$ cat src/ffba_pkg.sv
// ----------------------------------------------------------------------------
// ffba_pkg
// Shared types, codes and defaults of the first-fit block allocator.
// ----------------------------------------------------------------------------
package ffba_pkg;

  localparam int BLOCK_BYTES_DEF  = 64;
  localparam int MAX_BLOCKS_DEF   = 1024;
  localparam int HEADER_BYTES_DEF = 16;

  localparam int ADDR_W    = 64;
  localparam int SIZE_W    = 32;
  localparam int STAT_W    = 2;
  localparam int CFG_IDX_W = 2;

  localparam logic [CFG_IDX_W-1:0] CFG_HEAP_START = CFG_IDX_W'(0);
  localparam logic [CFG_IDX_W-1:0] CFG_HEAP_END   = CFG_IDX_W'(1);

  localparam logic CMD_ALLOC = 1'b0;
  localparam logic CMD_FREE  = 1'b1;

  typedef enum logic [STAT_W-1:0] {
    STAT_OK       = 2'd0,
    STAT_NOFIT    = 2'd1,
    STAT_NOTALLOC = 2'd2
  } status_t;

  typedef enum logic [3:0] {
    S_IDLE,
    S_INIT,
    S_ALIGN,
    S_CLEAR,
    S_A_RD,
    S_A_EV,
    S_WR,
    S_F_SCAN,
    S_F_RD,
    S_F_EV
  } state_t;

  // controller -> datapath
  typedef struct packed {
    logic    setup_init;
    logic    align;
    logic    clear_step;
    logic    req_init;
    logic    a_eval;
    logic    a_wr_init;
    logic    f_step;
    logic    f_wr_init;
    logic    wr_step;
    logic    post;
    status_t post_st;
  } ffba_cmd_t;

  // datapath -> controller
  typedef struct packed {
    logic clear_done;
    logic scan_end;
    logic fit;
    logic match;
    logic start_bit;
    logic wr_last;
    logic bad_addr;
  } ffba_sts_t;

endpackage

$ cat src/ffba_ctrl.sv
// ----------------------------------------------------------------------------
// ffba_ctrl
// Sequencer: heap setup, first-fit scan, free lookup and block map writes.
// ----------------------------------------------------------------------------
module ffba_ctrl (
  input  logic                clk,
  input  logic                rst_n,
  input  logic                start,
  input  logic                in_cmd,
  input  logic                cfg_we,
  input  ffba_pkg::ffba_sts_t sts,
  output ffba_pkg::ffba_cmd_t cmd,
  output logic                busy
);
  import ffba_pkg::*;

  state_t state_r, state_nxt;

  always_ff @(posedge clk) begin
    if (!rst_n) begin
      state_r <= S_INIT;
    end else begin
      state_r <= state_nxt;
    end
  end

  always_comb begin
    state_nxt = state_r;
    case (state_r)
      S_IDLE: begin
        if (start) state_nxt = (in_cmd == CMD_FREE) ? S_F_SCAN : S_A_RD;
      end
      S_INIT:   state_nxt = S_ALIGN;
      S_ALIGN:  state_nxt = S_CLEAR;
      S_CLEAR:  if (sts.clear_done) state_nxt = S_IDLE;
      S_A_RD:   state_nxt = sts.scan_end ? S_IDLE : S_A_EV;
      S_A_EV:   state_nxt = sts.fit ? S_WR : S_A_RD;
      S_WR:     if (sts.wr_last) state_nxt = S_IDLE;
      S_F_SCAN: begin
        if (sts.bad_addr || sts.scan_end) state_nxt = S_IDLE;
        else if (sts.match)               state_nxt = S_F_RD;
      end
      S_F_RD:   state_nxt = S_F_EV;
      S_F_EV:   state_nxt = sts.start_bit ? S_WR : S_IDLE;
      default:  state_nxt = S_INIT;
    endcase
    // a register write restarts heap setup
    if (cfg_we) state_nxt = S_INIT;
  end

  always_comb begin
    cmd         = '0;
    cmd.post_st = STAT_OK;
    busy        = (state_r != S_IDLE);
    case (state_r)
      S_IDLE:  cmd.req_init = start;
      S_INIT:  cmd.setup_init = 1'b1;
      S_ALIGN: cmd.align = 1'b1;
      S_CLEAR: cmd.clear_step = 1'b1;
      S_A_RD: begin
        if (sts.scan_end) begin
          cmd.post    = 1'b1;
          cmd.post_st = STAT_NOFIT;
        end
      end
      S_A_EV: begin
        cmd.a_eval    = 1'b1;
        cmd.a_wr_init = sts.fit;
      end
      S_WR: begin
        cmd.wr_step = 1'b1;
        cmd.post    = sts.wr_last;
      end
      S_F_SCAN: begin
        if (sts.bad_addr || sts.scan_end) begin
          cmd.post    = 1'b1;
          cmd.post_st = STAT_NOTALLOC;
        end else if (!sts.match) begin
          cmd.f_step = 1'b1;
        end
      end
      S_F_RD: ;
      S_F_EV: begin
        if (sts.start_bit) begin
          cmd.f_wr_init = 1'b1;
        end else begin
          cmd.post    = 1'b1;
          cmd.post_st = STAT_NOTALLOC;
        end
      end
      default: ;
    endcase
  end

endmodule

$ cat config.mk
export PLATFORM = sky130hd
export DESIGN_NAME = ffba_ctrl
export DESIGN_NICKNAME = d
export VERILOG_FILES = /design/src/ffba_pkg.sv /design/src/ffba_ctrl.sv
export SDC_FILE = /design/constraint.sdc
export NUM_CORES = 1
export LEC_CHECK = 0
export ABC_AREA = 1
export BUFFER_PORTS_ARGS = -buffer_cell sky130_fd_sc_hd__buf_2
export CORE_AREA = 3 3 40 42
export CTS_CLUSTER_DIAMETER = 40
export DETAILED_ROUTE_END_ITERATION = 8
export DIE_AREA = 0 0 43 45
export GPL_ROUTABILITY_DRIVEN = 0
export PLACE_DENSITY = 0.72
export SLEW_MARGIN = 10
export SYNTH_ARGS = -nofsm -noshare
export SYNTH_HDL_FRONTEND = slang
export SYNTH_SLANG_ARGS = --single-unit
$ cat constraint.sdc
create_clock -name clk -period 2.65 [get_ports clk]
set_clock_uncertainty 0.1 [all_clocks]
set_input_delay 0 -clock clk [delete_from_list [all_inputs] [get_ports clk]]
set_output_delay 0 -clock clk [all_outputs]
set_load 0.01 [all_outputs]
==> impl_metrics.csv <==
group,metric,value,unit
clocking,clk_pin_slew_worst_paths,40,ps
critical_path,critical_path.top_delay_family,"flip-flops",
flow_run,max_cap_viol_count,0,
floorplan,dieWidth,43,µm
power,irDropWorstVdd,151,µV
clocking,hold_buffers,2,
timing,rsz0062_at_grt,"false",
timing,fin_crit,1470,ps
routing,vias,590,
synth,synthesis.area,419,µm²
critical_path,cp.arrival,1370,ps
synth,synth_top_area_share,19.1,%
timing,fin_crit_sh,55.3,%
final_layout,largest-register,"state_r",
final_layout,syn_to_final_growth,43.3,%
final_layout,drive_gt1_share,34.6,%
final_layout,layout.nets,121,
global_route,grt_pass1_wl,1.97,mm
final_layout,fin_area,601,µm²
power,power.total,209,µW
power,seqPwrFrac,32.8,%
power,p_sw,67.3,µW
placement,placed_cell_area,558,µm²
critical_path,worstPathRequired,2550,ps
critical_path,r2r-start,"state_r[3]",
floorplan,core_area,1280,µm²
synth,syn-num-nets,90,
critical_path,worstPathMaxFanout,3,
synth,avgSynthCellArea,5.37,µm²
routing,drc,0,
synth,synth_seq_area_share,19.1,%
synth,synth_top_area_cell,"dfxtp_1",
critical_path,start_kind,"flip-flop",
critical_path,crit_start,"state_r[3]",
routing,via_per_inst,4.84,
min_path,hold_path_class,"in -> reg",
final_layout,insertedDiodeCount,0,
routing,ant_nets,0,
synth,synthDistinctLibCells,14,
synth,syn_inst,78,
timing,fmax,682,MHz
critical_path,endpoint_kind,"output port",
timing,setup_viol_count_final,0,
global_route,grt-ovfl-total,0,
placement,hpwl,967,µm
power,p_comb_share,32.1,%
clocking,cts_tree,"built",
placement,pre_cts_ws,1310,ps
global_route,grt_pass1_vias,536,
clocking,cts_setup_buffers,0,
critical_path,cp_common_cell,"inv_1",
clocking,cts.sinks,4,
final_layout,reg_top3,"state_r: 4 flops",
global_route,grt_max_degree,8,
timing,relSlewSlack,81.7,%
timing,fin_ws,1180,ps
routing,drt_pass1_iterations,4,
timing,worstMarginPinSlew,274,ps
outcome,status,"finished, final reports clean",
global_route,antenna_found_initial,0,
power,intPower,141,µW
placement,portBuffers,24,
routing,routed_wl,1.15,mm
timing,hold_viol_final,0,
power,p_leak,0.000396,µW
routing,avgRoutedWirePerCell,9.46,µm
global_route,grtUsageTotal,13.3,%
clocking,insertion_delay,230,ps
power,pwr-share-clk,35.0,%
routing,drtIter0Drc,12,
critical_path,critical_path_class,"reg -> out",
final_layout,largest_register_ffs,4,
synth,synth-seq-cells,4,
power,powerDensity,348,nW/µm²
floorplan,dieArea,1940,µm²
critical_path,slowest_stage,"dfxtp_1",
clocking,cts_buffers,3,
critical_path,max_stage_delay,370,ps
timing,finalSetupTns,0,ps
synth,ys_warn_count,0,
floorplan,die_y,45,µm
power,p_sw_share,32.2,%
synth,synthTopCellsByArea,"dfxtp_1 (19%), inv_1 (18%), nand2_1 (13%), nand3_1 (13%), nor2_2 (10%)",
clocking,max-clock-path-buffers,2,
floorplan,initial_core_util,32.6,%
critical_path,cp_cell_sequence,"inv_1 -> nor2_1 -> nand2_1 -> o21ai_1 -> inv_1 -> o221ai_1 -> buf_2",
min_path,hold_start,"rst_n",
floorplan,pin_count,25,
clocking,cts_max_level,1,
floorplan,row_count,13,
clocking,post_cts_resized,0,
critical_path,path_buf_inv,3,
timing,drv_slew,0,
clocking,root_buffer,"clkbuf_4",
[power by group through the flow]
stage	Combinational, µW	Sequential (µW)	Clock (µW)
3_3_place_gp	63.4	69.5	0
2_1_floorplan	41.2	68.7	0
3_5_place_dp	64.0	69.7	0
5_1_grt	75.0	69.1	80.8
4_1_cts	66.5	68.7	75.0
6_report	67.1	68.6	73.2
[cell families (layout without fill, tap and decap cells)]
| group | Yosys count | after routing | synth area share [%] |
|---|---|---|---|
| AO/OA/AOI/OAI | 7 | 7 | 9.85 |
| buffers and inverters | 20 | 49 | 17.9 |
| flip-flops | 4 | 4 | 19.1 |
| AND/OR/NAND/NOR | 47 | 47 | 53.1 |
[placed cells by master (no fill, tap or decap), drive strengths merged]
cell type / synthesis / final
buf: 0 / 24
inv: 20 / 20
nor2: 18 / 18
nand2: 17 / 17
nand3: 11 / 11
dfxtp: 4 / 4
clkbuf: 0 / 3
o21ai: 3 / 3
a21oi: 2 / 2
dlygate4sd3: 0 / 2
o221ai: 1 / 1
a211oi: 1 / 1
nand4: 1 / 1
[layout make-up]
| class | count | area (µm²) |
|---|---|---|
| inverter | 20 | 75.1 |
| multi-input combinational | 54 | 264 |
| fill | 140 | 684 |
| sequential | 4 | 80.1 |
| timing repair buffer | 26 | 140 |
| tap | 15 | 18.8 |
| clock buffer | 3 | 22.5 |
[tightest hold or removal path, stage by stage]
cell	delay [ps]
buf_2	90
inv_1	40
nor2_1	50
nand2_1	80
nor2_2	30
[cell usage after synthesis]
master and count:
nor2_2 7, inv_1 20, nand4_1 1, nor2_4 1
o21ai_1 1, nand2_1 15, a21oi_1 2, a211oi_1 1
dfxtp_1 4, nor2_1 10, o21ai_0 2, o221ai_1 1
nand2_2 2, nand3_1 11
[stage by stage]
step | util [%] | cells | hold WS, ps
6_report | 46.7 | 122 | 10.4
5_1_grt | 46.7 | 122 | 46.9
4_1_cts | 46.7 | 122 | 11.0
3_5_place_dp | 43.4 | 117 | 178
3_3_place_gp | 43.4 | 117 | 171
2_1_floorplan | - | 78 | -70.9
[metal layers]
layer  track usage [%]  share of wire [%]  up-vias
li1                  -                  -      300
met1              15.6                 45      253
met4              7.23                  0        0
met3              2.79                9.7        0
met2              22.8                 45       37
met5                 0                  0        -
[worst paths after layout]
| kind | end | slack [ps] | depth (start not counted) |
|---|---|---|---|
| min | state_r[1] | 10 | 5 |
| min reg2reg | state_r[3] | 630 | 6 |
| max | cmd[2] | 1180 | 7 |
| max reg2reg | state_r[0] | 1280 | 6 |
(Power assumes the default switching activity.)
